**config.mk**
```make
export PLATFORM = sky130hd
export DESIGN_NAME = joystick_axis_conditioner
export DESIGN_NICKNAME = d
export VERILOG_FILES = /design/src/hw/rtl/jac_pkg.sv /design/src/hw/rtl/jac_ctrl.sv /design/src/hw/rtl/jac_datapath.sv /design/src/hw/rtl/joystick_axis_conditioner.sv
export SDC_FILE = /design/constraint.sdc
export NUM_CORES = 2
export LEC_CHECK = 0
export BUFFER_PORTS_ARGS = -buffer_cell sky130_fd_sc_hd__buf_2
export CORE_MARGIN = 5
export CORE_UTILIZATION = 35
export CTS_BUF_LIST = sky130_fd_sc_hd__clkbuf_2 sky130_fd_sc_hd__clkbuf_4 sky130_fd_sc_hd__clkbuf_8
export DETAILED_ROUTE_END_ITERATION = 8
export GPL_TIMING_DRIVEN = 0
export HOLD_SLACK_MARGIN = 0.06
export SLEW_MARGIN = 0
export SYNTH_ARGS = -nofsm -noshare
export SYNTH_HDL_FRONTEND = slang
export SYNTH_SLANG_ARGS = --single-unit
```
**constraint.sdc**
```tcl
create_clock -name i_clk -period 9.6 [get_ports i_clk]
set_clock_uncertainty 0.05 [all_clocks]
set_input_delay 2.88 -clock i_clk [delete_from_list [all_inputs] [get_ports i_clk]]
set_output_delay 2.88 -clock i_clk [all_outputs]
set_load 0.02 [all_outputs]
```
**src/hw/rtl/jac_pkg.sv**
```systemverilog
// package for the joystick axis conditioner
// holds payload structs, register indexes, controller states and command/status types
package jac_pkg;

    typedef struct packed {
        logic [3:0]         device_num;
        logic [3:0]         axis_num;
        logic signed [15:0] sample;
    } t_in_item;

    typedef struct packed {
        logic signed [15:0] calibrated;
        logic signed [15:0] mapped;
        logic               mapped_valid;
        logic [4:0]         role_tag;
    } t_out_item;

    localparam int CfgIdxW = 3;

    localparam logic [CfgIdxW-1:0] REG_SOURCE_DEVICE = 3'd0;
    localparam logic [CfgIdxW-1:0] REG_SOURCE_AXIS   = 3'd1;
    localparam logic [CfgIdxW-1:0] REG_CALIBRATE     = 3'd2;
    localparam logic [CfgIdxW-1:0] REG_REVERSE       = 3'd3;
    localparam logic [CfgIdxW-1:0] REG_DEADZONE      = 3'd4;
    localparam logic [CfgIdxW-1:0] REG_OUTPUT_LOW    = 3'd5;
    localparam logic [CfgIdxW-1:0] REG_OUTPUT_HIGH   = 3'd6;
    localparam logic [CfgIdxW-1:0] REG_ROLE          = 3'd7;

    localparam int DivW = 33;

    typedef enum logic [3:0] {
        ST_IDLE,
        ST_TRACK,
        ST_NORM_SETUP,
        ST_NORM_DIV,
        ST_NORM_DONE,
        ST_DZ_SETUP,
        ST_DZ_DIV,
        ST_DZ_DONE,
        ST_SCALE_MUL,
        ST_SCALE_DONE,
        ST_OUT
    } t_state;

    // controller to datapath
    typedef struct packed {
        logic load;
        logic track;
        logic norm_setup;
        logic dz_setup;
        logic div_step;
        logic norm_done;
        logic dz_done;
        logic scale_mul;
        logic scale_done;
        logic publish;
    } t_dp_cmd;

    // datapath to controller
    typedef struct packed {
        logic match;
        logic div_last;
        logic norm_special;
        logic dz_zero;
    } t_dp_status;

endpackage

```
**src/hw/rtl/jac_ctrl.sv**
```systemverilog
// controller for the joystick axis conditioner
// sequences load, tracking, two divisions and output scaling; uses jac_pkg
module jac_ctrl (
    input  logic                i_clk,
    input  logic                i_rst_n,
    input  logic                i_in_valid,
    output logic                o_in_stall,
    output logic                o_out_valid,
    input  logic                i_out_stall,
    input  jac_pkg::t_dp_status i_status,
    output jac_pkg::t_dp_cmd    o_cmd
);
    import jac_pkg::*;

    t_state r_state, n_state;
    logic   r_out_valid, n_out_valid;

    always_ff @(posedge i_clk) begin
        if (!i_rst_n) begin
            r_state     <= ST_IDLE;
            r_out_valid <= 1'b0;
        end else begin
            r_state     <= n_state;
            r_out_valid <= n_out_valid;
        end
    end

    assign o_out_valid = r_out_valid;

    always_comb begin
        n_state     = r_state;
        n_out_valid = r_out_valid;
        o_cmd       = '0;
        o_in_stall  = 1'b1;
        if (r_out_valid && !i_out_stall) n_out_valid = 1'b0;
        case (r_state)
            ST_IDLE: begin
                o_in_stall = 1'b0;
                if (i_in_valid) begin
                    o_cmd.load = 1'b1;
                    n_state = ST_TRACK;
                end
            end
            ST_TRACK: begin
                if (i_status.match) begin
                    o_cmd.track = 1'b1;
                    n_state = ST_NORM_SETUP;
                end else begin
                    n_state = ST_IDLE;
                end
            end
            ST_NORM_SETUP: begin
                o_cmd.norm_setup = 1'b1;
                n_state = i_status.norm_special ? ST_NORM_DONE : ST_NORM_DIV;
            end
            ST_NORM_DIV: begin
                o_cmd.div_step = 1'b1;
                if (i_status.div_last) n_state = ST_NORM_DONE;
            end
            ST_NORM_DONE: begin
                o_cmd.norm_done = 1'b1;
                n_state = ST_DZ_SETUP;
            end
            ST_DZ_SETUP: begin
                o_cmd.dz_setup = 1'b1;
                n_state = i_status.dz_zero ? ST_DZ_DONE : ST_DZ_DIV;
            end
            ST_DZ_DIV: begin
                o_cmd.div_step = 1'b1;
                if (i_status.div_last) n_state = ST_DZ_DONE;
            end
            ST_DZ_DONE: begin
                o_cmd.dz_done = 1'b1;
                n_state = ST_SCALE_MUL;
            end
            ST_SCALE_MUL: begin
                o_cmd.scale_mul = 1'b1;
                n_state = ST_SCALE_DONE;
            end
            ST_SCALE_DONE: begin
                o_cmd.scale_done = 1'b1;
                n_state = ST_OUT;
            end
            ST_OUT: begin
                // hand the result over once the output register is free
                if (!r_out_valid || !i_out_stall) begin
                    o_cmd.publish = 1'b1;
                    n_out_valid = 1'b1;
                    n_state = ST_IDLE;
                end
            end
            default: n_state = ST_IDLE;
        endcase
    end

endmodule

```
**src/hw/rtl/jac_datapath.sv**
```systemverilog
// datapath for the joystick axis conditioner
// config registers, bounds, restoring divider, output multiplier; uses jac_pkg
module jac_datapath (
    input  logic                      i_clk,
    input  logic                      i_rst_n,
    input  logic                      i_cfg_we,
    input  logic [jac_pkg::CfgIdxW-1:0] i_cfg_index,
    input  logic [15:0]               i_cfg_data,
    input  jac_pkg::t_in_item         i_in_item,
    input  jac_pkg::t_dp_cmd          i_cmd,
    output jac_pkg::t_dp_status       o_status,
    output jac_pkg::t_out_item        o_out_item
);
    import jac_pkg::*;

    logic signed [4:0]  r_src_dev, r_src_axis;
    logic               r_calibrate, r_reverse;
    logic [14:0]        r_deadzone;
    logic signed [15:0] r_out_low, r_out_high;
    logic [4:0]         r_role;
    logic signed [15:0] r_bound_low, r_bound_high;

    t_in_item           r_item;
    logic signed [17:0] r_v;       // holds +-32768
    logic [DivW-1:0]    r_rem;
    logic [DivW-1:0]    r_quo;
    logic [DivW-1:0]    r_den;
    logic [5:0]         r_cnt;
    logic               r_neg;
    logic signed [34:0] r_prod;
    t_out_item          r_res;
    t_out_item          r_out;

    // config writes and bounds
    always_ff @(posedge i_clk) begin
        if (!i_rst_n) begin
            r_src_dev    <= -5'sd1;
            r_src_axis   <= -5'sd1;
            r_calibrate  <= 1'b0;
            r_reverse    <= 1'b0;
            r_deadzone   <= '0;
            r_out_low    <= -16'sd32768;
            r_out_high   <= 16'sd32767;
            r_role       <= '0;
            r_bound_low  <= -16'sd32768;
            r_bound_high <= 16'sd32767;
        end else begin
            if (i_cfg_we) begin
                case (i_cfg_index)
                    REG_SOURCE_DEVICE: r_src_dev  <= i_cfg_data[4:0];
                    REG_SOURCE_AXIS:   r_src_axis <= i_cfg_data[4:0];
                    REG_CALIBRATE: begin
                        if (i_cfg_data[0] && !r_calibrate) begin
                            r_bound_low  <= 16'sd32767;
                            r_bound_high <= -16'sd32768;
                        end
                        r_calibrate <= i_cfg_data[0];
                    end
                    REG_REVERSE:     r_reverse  <= i_cfg_data[0];
                    REG_DEADZONE:    r_deadzone <= i_cfg_data[14:0];
                    REG_OUTPUT_LOW:  r_out_low  <= i_cfg_data;
                    REG_OUTPUT_HIGH: r_out_high <= i_cfg_data;
                    REG_ROLE:        r_role     <= i_cfg_data[4:0];
                    default: ;
                endcase
            end
            if (i_cmd.track && r_calibrate) begin
                if (r_item.sample > r_bound_high) r_bound_high <= r_item.sample;
                if (r_item.sample < r_bound_low)  r_bound_low  <= r_item.sample;
            end
        end
    end

    assign o_status.match = !r_src_dev[4] && !r_src_axis[4]
        && ({1'b0, r_item.device_num} == r_src_dev[4:0])
        && ({1'b0, r_item.axis_num} == r_src_axis[4:0]);

    // normalization operands
    logic signed [16:0] span, clamped, off;
    always_comb begin
        span = 17'(r_bound_high) - 17'(r_bound_low);
        clamped = 17'(r_item.sample);
        if (clamped > 17'(r_bound_high)) clamped = 17'(r_bound_high);
        if (clamped < 17'(r_bound_low))  clamped = 17'(r_bound_low);
        off = clamped - 17'(r_bound_low);
    end
    assign o_status.norm_special = (span <= 17'sd0);

    // deadzone operands
    logic [16:0] abs_v;
    logic [15:0] dz_den;
    assign abs_v  = r_v[17] ? 17'(-r_v) : 17'(r_v);
    assign dz_den = 16'd32768 - {1'b0, r_deadzone};
    assign o_status.dz_zero = (abs_v <= {2'b0, r_deadzone});

    // restoring divider step
    logic [DivW:0] trial;
    assign trial = {r_rem[DivW-1:0], r_quo[DivW-1]} - {1'b0, r_den};
    assign o_status.div_last = (r_cnt == 6'd1);

    logic signed [16:0] outdiff;
    logic signed [17:0] vp;
    logic signed [35:0] sum;
    logic signed [19:0] fin;
    assign outdiff = 17'(r_out_high) - 17'(r_out_low);
    assign vp      = r_v + 18'sd32768;
    assign sum     = 36'(r_prod) + 36'sd32768;
    assign fin     = 20'(r_out_low) + 20'(sum >>> 16);

    always_ff @(posedge i_clk) begin
        if (i_cmd.load) r_item <= i_in_item;
        if (i_cmd.norm_setup) begin
            r_rem <= '0;
            r_cnt <= 6'd33;
            r_den <= DivW'(unsigned'(span));
            r_quo <= (DivW'(unsigned'(off)) << 16) + DivW'(unsigned'(span) >> 1);
            r_v   <= (span == 17'sd0) ? 18'sd0 : -18'sd32768;
        end
        if (i_cmd.dz_setup) begin
            r_rem <= '0;
            r_cnt <= 6'd33;
            r_den <= DivW'(dz_den);
            r_quo <= (DivW'(abs_v - {2'b0, r_deadzone}) << 15) + DivW'(dz_den >> 1);
            r_neg <= r_v[17];
            r_res.calibrated <= r_v > 18'sd32767 ? 16'sd32767 : r_v[15:0];
            if (o_status.dz_zero) r_v <= '0;
        end
        if (i_cmd.div_step) begin
            r_cnt <= r_cnt - 6'd1;
            r_quo <= {r_quo[DivW-2:0], ~trial[DivW]};
            r_rem <= trial[DivW] ? {r_rem[DivW-2:0], r_quo[DivW-1]} : trial[DivW-1:0];
        end
        // reverse is applied right after normalization
        if (i_cmd.norm_done) begin
            // special cases already placed in r_v at setup
            if (o_status.norm_special) begin
                if (r_reverse) r_v <= -r_v;
            end else if (r_reverse) begin
                r_v <= 18'sd32768 - 18'(r_quo);
            end else begin
                r_v <= 18'(r_quo) - 18'sd32768;
            end
        end
        if (i_cmd.dz_done) begin
            if (!o_status.dz_zero)
                r_v <= r_neg ? -18'(r_quo) : 18'(r_quo);
        end
        if (i_cmd.scale_mul) r_prod <= vp * outdiff;
        if (i_cmd.scale_done) begin
            if (r_role != 5'd0 && !r_calibrate) begin
                r_res.mapped_valid <= 1'b1;
                r_res.role_tag     <= r_role;
                r_res.mapped <= fin > 20'sd32767 ? 16'sd32767 :
                                fin < -20'sd32768 ? -16'sd32768 : fin[15:0];
            end else begin
                r_res.mapped_valid <= 1'b0;
                r_res.role_tag     <= '0;
                r_res.mapped       <= '0;
            end
        end
        if (i_cmd.publish) r_out <= r_res;
    end

    assign o_out_item = r_out;

endmodule

```
**src/hw/rtl/joystick_axis_conditioner.sv**
```systemverilog
// joystick axis conditioner top level: controller plus datapath, uses jac_pkg
// each accepted sample runs through two 33-step divisions in the serial restoring divider;
// a new sample is accepted only after the current result has been published;
// a zero or inverted span or a value inside the deadzone skips a division
// samples from another source are dropped with no result
// synchronous active-low reset restores register defaults and full-scale bounds
module joystick_axis_conditioner (
    input  logic                      i_clk,
    input  logic                      i_rst_n,
    input  logic                      i_in_valid,
    output logic                      o_in_stall,
    input  jac_pkg::t_in_item         i_in_item,
    output logic                      o_out_valid,
    input  logic                      i_out_stall,
    output jac_pkg::t_out_item        o_out_item,
    input  logic                      i_cfg_valid,
    output logic                      o_cfg_ready,
    input  logic [jac_pkg::CfgIdxW-1:0] i_cfg_index,
    input  logic [15:0]               i_cfg_data
);
    import jac_pkg::*;

    t_dp_cmd    cmd;
    t_dp_status status;

    assign o_cfg_ready = 1'b1;

    jac_ctrl u_ctrl (
        .i_clk       (i_clk),
        .i_rst_n     (i_rst_n),
        .i_in_valid  (i_in_valid),
        .o_in_stall  (o_in_stall),
        .o_out_valid (o_out_valid),
        .i_out_stall (i_out_stall),
        .i_status    (status),
        .o_cmd       (cmd)
    );

    jac_datapath u_dp (
        .i_clk       (i_clk),
        .i_rst_n     (i_rst_n),
        .i_cfg_we    (i_cfg_valid),
        .i_cfg_index (i_cfg_index),
        .i_cfg_data  (i_cfg_data),
        .i_in_item   (i_in_item),
        .i_cmd       (cmd),
        .o_status    (status),
        .o_out_item  (o_out_item)
    );

endmodule
```
Yosys cells after proc, flatten, opt, wreduce, memory -nomap -nowiden
Index checks and enable logic that the tools add are counted.
W data, S select, Z words.
{"block": "totals", "ff_bits": 344, "in_bits": 48, "output_inout_bits": 41}
{"block": "classes", "add_sub_neg": 16, "mul": 1, "n_lt_le_gt_ge": 9, "n_eq_ne": 24, "n_mux": 64, "bitwise_logic": 2, "n_reduce_logical": 30}
{"operator": "$mux W33", "count": 7}
{"operator": "$mux W16", "count": 13}
{"operator": "$mux W18", "count": 11}
{"operator": "$mux W17", "count": 3}
{"operator": "$pmux W4 S11", "count": 1}
{"operator": "$add A35 B17 Y36 const B", "count": 1}
{"operator": "$neg A18 Y18", "count": 2}
{"operator": "$mul A18 B17 Y35", "count": 1}
{"operator": "$sub A16 B16 Y17", "count": 2}
{"operator": "$sub A34 B17 Y34", "count": 1}
{"operator": "$add A33 B15 Y33", "count": 1}
{"operator": "$add A33 B16 Y33", "count": 1}
{"operator": "$gt A16 B16 Y1", "count": 2}
{"operator": "$mux W6", "count": 4}
{"operator": "$add A16 B20 Y20", "count": 1}
{"operator": "$gt A20 B16 Y1 const B", "count": 1}
{"operator": "$lt A20 B16 Y1 const B", "count": 1}
{"operator": "$add A18 B17 Y18 const B", "count": 1}
{"operator": "$gt A18 B16 Y1 const B", "count": 1}
{"operator": "$mux W1", "count": 18}
{"operator": "$sub A16 B18 Y18 const A", "count": 1}
{"operator": "$sub A17 B15 Y18", "count": 1}
{"operator": "$sub A18 B16 Y18 const B", "count": 1}
{"operator": "$le A17 B1 Y1 const B", "count": 1}
{"operator": "34 further kinds", "count": 69}

Depth between registers and ports, before layout
{"block": "depth", "word_depth": 11, "mapped_depth": 36}

By module
A second synthesis with hierarchy kept.
{"block": "unflattened", "hier_cells": 3583, "area_unflattened_um2": 32732.6}
{"module": "jac_datapath", "n_inst": 1, "cells_per_inst": 3523, "area_each_um2": 32284.7}
{"module": "jac_ctrl", "n_inst": 1, "cells_per_inst": 58, "area_each_um2": 436.7}
{"module": "joystick_axis_conditioner", "n_inst": 1, "cells_per_inst": 2, "area_each_um2": 11.3}

Least setup slack after synthesis
Ideal clock, no wire load.
{"block": "synth_path", "kind": "register to register", "start": "register u_dp.r_out_high[0]", "end": "register u_dp.r_prod[33] (data pin)", "arrival_time_ns": 8.152, "slack_ns": 1.136, "stages_incl_launch_ff": 35, "path_buffers": 1, "path_cell_list": "dfxtp_1 -> inv_1 -> ha_1 -> fa_1 -> nor2b_1 -> o21ai_0 -> a21boi_1 -> o21ai_0 -> nand2b_1 -> a31oi_1 -> o21bai_1 -> a21oi_1 -> xnor2_1 -> clkbuf_1 -> nand2_1 -> fa_1 -> inv_1 -> fa_1 -> ha_1 -> inv_1 -> fa_1 -> inv_1 -> fa_1 -> fa_1 -> ha_1 -> a2111oi_0 -> a21oi_1 -> a21oi_1 -> o21ai_0 -> a21oi_1 -> o211ai_1 -> a221o_1 -> a21boi_0 -> o21bai_1 -> xor2_1"}
{"block": "synth_via", "elab_chain_cells": 2}
{"element": "start, declared", "line": "jac_datapath.sv:19", "text": "logic signed [15:0] r_out_low, r_out_high;"}
{"element": "start signal, assigned", "line": "jac_datapath.sv:62", "text": "REG_OUTPUT_HIGH: r_out_high <= i_cfg_data;"}
{"element": "$sub A16 B16 Y17", "line": "jac_datapath.sv:105", "text": "assign outdiff = 17'(r_out_high) - 17'(r_out_low);"}
{"element": "$mul A18 B17 Y35", "line": "jac_datapath.sv:148", "text": "if (i_cmd.scale_mul) r_prod <= vp * outdiff;"}
{"element": "end signal, assigned", "line": "jac_datapath.sv:148"}
{"element": "end, declared", "line": "jac_datapath.sv:30", "text": "logic signed [34:0] r_prod;"}
No other way between the ends.
A chain may end at the register's enable or synchronous reset.

Final worst setup path
{"block": "layout_path", "start": "register u_dp.r_out_low[1]", "end": "register u_dp.r_prod[33] (data pin)"}
{"block": "layout_via", "elab_chain_cells": 2}
{"element": "start, declared", "line": "jac_datapath.sv:19"}
{"element": "start signal, assigned", "line": "jac_datapath.sv:42", "text": "r_out_low <= -16'sd32768;"}
{"element": "start signal, assigned", "line": "jac_datapath.sv:61", "text": "REG_OUTPUT_LOW: r_out_low <= i_cfg_data;"}
{"element": "$sub A16 B16 Y17", "line": "jac_datapath.sv:105"}
{"element": "$mul A18 B17 Y35", "line": "jac_datapath.sv:148"}
No other way between the ends.

==> key figures <==
Run status
  – Outcome: finished clean

Worst setup path
  – Crit-path most repeated cell: fa_1
  – Crit Path Max Fanout: 10
  – Crit Path Class: reg -> reg
  – Worst setup path start: u_dp.r_out_low[1]
  – Reg-to-reg endpoint: u_dp.r_prod[33]
  – Crit path largest cell delay: between 500 and 600 ps
  – Setup crit start kind: register
  – Critical Path AT: roughly 9500 ps
  – Data required, critical path: ~10000 ps
  – Worst R2R Path Depth: 30
  – FF-to-FF setup slack: roughly 450 ps
  – Reg-to-Reg Start: u_dp.r_out_low[1]
  – Crit path capture type: register
  – Crit-path slowest cell: fa_1
  – Crit path to: u_dp.r_prod[33]

Synthesis
  – Area leader, netlist: fa_1
  – Number of flops mapped to enable cells by yosys: 209
  – Commonest cells post-synth: 527 x inv_1, 469 x nand2_1, 316 x fa_1
  – Syn_area_per_cell: between 8 and 9 sq um
  – Library cells used by synthesis: 94
  – Synth warn: 0
  – Yosys reg bits: between 300 and 400
  – Top cells by area, synth: fa_1 20%, edfxtp_1 19%, ha_1 9.2%
  – Synth async-reset ratio: 0%
  – Top-area cell type share of the netlist area: approximately a fifth
  – Synthesized area: between 30000 and 40000 sq um
  – Post-Syn Instances: between 3000 and 4000
  – Most frequent cell after synthesis: inv_1
  – Syn nets: around 4200
  – Main flop type after synthesis: edfxtp_1
  – Sequential fraction of the synthesis area: between 20% and 30%

Placement
  – PortBufs: 83
  – Setup WS pre-CTS: -1345 ps
  – Post-DP HPWL: ~75 mm
  – GPL Wtd Cong: between 0.9 and 1

Die
  – Starting Density: 35.31%
  – Cell Rows: around 110
  – Ports: 89
  – Die H: between 300 and 400 microns
  – Die Wd: between 300 and 400 microns
  – Die ar.: 98790 sq um
  – Core ar.: between 90000 and 100000 sq um

Clock network
  – H-tree levels: 2
  – Clock sink total: 329
  – Root Buffer Master: clkbuf_8
  – Reg clk slew, reported paths: 60 ps
  – Max clock buf depth: 3
  – Num CTS Buffers: 59
  – TritonCTS clock tree: yes
  – Clock latency on the worst-skew pair: between 700 and 800 ps

Run
  – Max Cap Viol: 0

Final layout
  – Fillers: 9297
  – Layout cells sized above 1: roughly 8%
  – Final Core Density: about two fifths
  – Area Overhead vs Synth: 11.55%
  – Nets: around 4400

Drt
  – DR iter-0 viols: about 1800
  – ANT nets after route: 0
  – Vias per cell: 5.068
  – Residual DRC: 0
  – DR vias: between 20000 and 30000
  – Final wirelength: between 90 and 100 mm
  – Pre-antenna DRT Iters: 6
  – DR WL/cell: about 18 microns

GRT
  – Largest net degree at the start of global routing: 47
  – GRT Total Usage: 18.76%
  – Vias in the first global route: 25600
  – First-pass GRT wire length: 147.2 mm
  – Antenna violations before repair: 3
  – Remaining Overflow, GRT: 0

Hold path
  – Hold Startpoint: u_dp.r_res[36]
  – Min-delay worst type: reg -> reg
  – Worst hold path depth: 0

STA
  – Max Clock Freq: about 0.11 GHz
  – Worst Tran Pin Value: roughly 1300 ps
  – WHS: ~360 ps
  – Final setup viols: 0
  – Tmin final: around 9100 ps
  – Hold Violations, Final: 0
  – Worst slew margin: between 15 and 20%
  – Tcrit/Tclk final: a little over nine tenths
  – RSZ-0062 raised after global routing: no
  – Final setup margin: about 450 ps
  – Max Transition Viols Final: 0
==> through the flow <==
step / area (sq um) / setup TNS (ps) / std cells
after floorplan: 32410 / 0 / 3604
after global placement: 34380 / -14330 / 4930
after detailed placement: 34510 / -15350 / 4935
after CTS: 36020 / 0 / 5047
after global routing: 36150 / 0 / 5056
final: 36150 / 0 / 5056
==> cell usage in the layout (no fill, tap or decap), types with 65 or more instances in the layout <==
master / synthesis / final
nor2_1: 242 / 240
inv_1: 527 / 527
a21oi_1: 164 / 162
edfxtp_1: 209 / 209
clkbuf_1: 127 / 118
and2_1: 84 / 84
nand2_1: 469 / 469
o21ai_0: 136 / 135
ha_1: 239 / 239
clkbuf_8: 0 / 65
fa_1: 316 / 316
buf_2: 6 / 89
nand3_1: 92 / 91
xnor2_1: 141 / 131
dfxtp_1: 120 / 120
==> worst max-delay path, delay by kind of cell (launching register included) <==
family                   cells  cell delay, ps
AO/OA/AOI/OAI               12            3110
adder cells (fa/ha/maj)      8            3800
flip-flops                   1             430
XOR/XNOR                     2             420
buffers and inverters        5             660
AND/OR/NAND/NOR              3             410
==> sequential cells by signal, indices dropped and copies added (netlist names), 17 cells and up <==
signal	count
u_dp.r_den	17
u_dp.r_res	38
u_dp.r_v	18
u_dp.r_item	24
u_dp.o_out_item	38
u_dp.r_prod	20
u_dp.r_rem	33
u_dp.r_quo	33
==> cells by family after synthesis <==
family | synth area share [%]
DFF | 26.78
xor gates and xnor gates | 5.188
adders and majority gates | 28.74
buffers and inverters | 8.006
and+or+nand+nor | 17.39
other | 0.01157
AOI/OAI and AO/OA | 11.58
muxes | 2.297
==> what timing repair did <==
item	4_1_cts	5_1_grt
setup buffers	2	9
hold buffers	0	0
pin swaps	3	8
gates resized for setup	20	16
setup endpoints to repair	19	11
==> final cells by class <==
type / count / area (sq um) / share of cell area, %
Multi-Input combinational cell: 2599 / 21350 / 59.06
Sequential cell: 329 / 8678 / 24.00
Clock buffer: 76 / 977.2 / 2.703
Timing Repair Buffer: 99 / 595.6 / 1.647
Inverter: 528 / 1982 / 5.482
Tap cell: 1243 / 1555 / 4.302
Buffer: 145 / 611.8 / 1.692
Clock inverter: 36 / 397.9 / 1.100
Antenna cell: 1 / 2.502 / 0.006921
==> metal layers <==
metal  track usage, %  wire, microns  part of all wire, %
met3            2.600           5468                  5.9
met2            32.05          44760                   48
met5                0             13                0.014
met4            5.670           2907                  3.1
met1            24.85          40100                   43
==> how the worst min path moves through the flow <==
| stage | to | slack, ps |
|---|---|---|
| final | u_dp.o_out_item[36] | 360 |
| after global routing | u_dp.o_out_item[4] | 370 |
| after CTS | u_dp.o_out_item[36] | 370 |
| after detailed placement | u_dp.o_out_item[7] | 360 |
| after global placement | u_dp.o_out_item[7] | 350 |
| after floorplan | u_dp.o_out_item[0] | 350 |
Power is left out: the tool's default activity adds up to more than one toggle a clock period on the data nets, which glitch-free logic cannot reach.
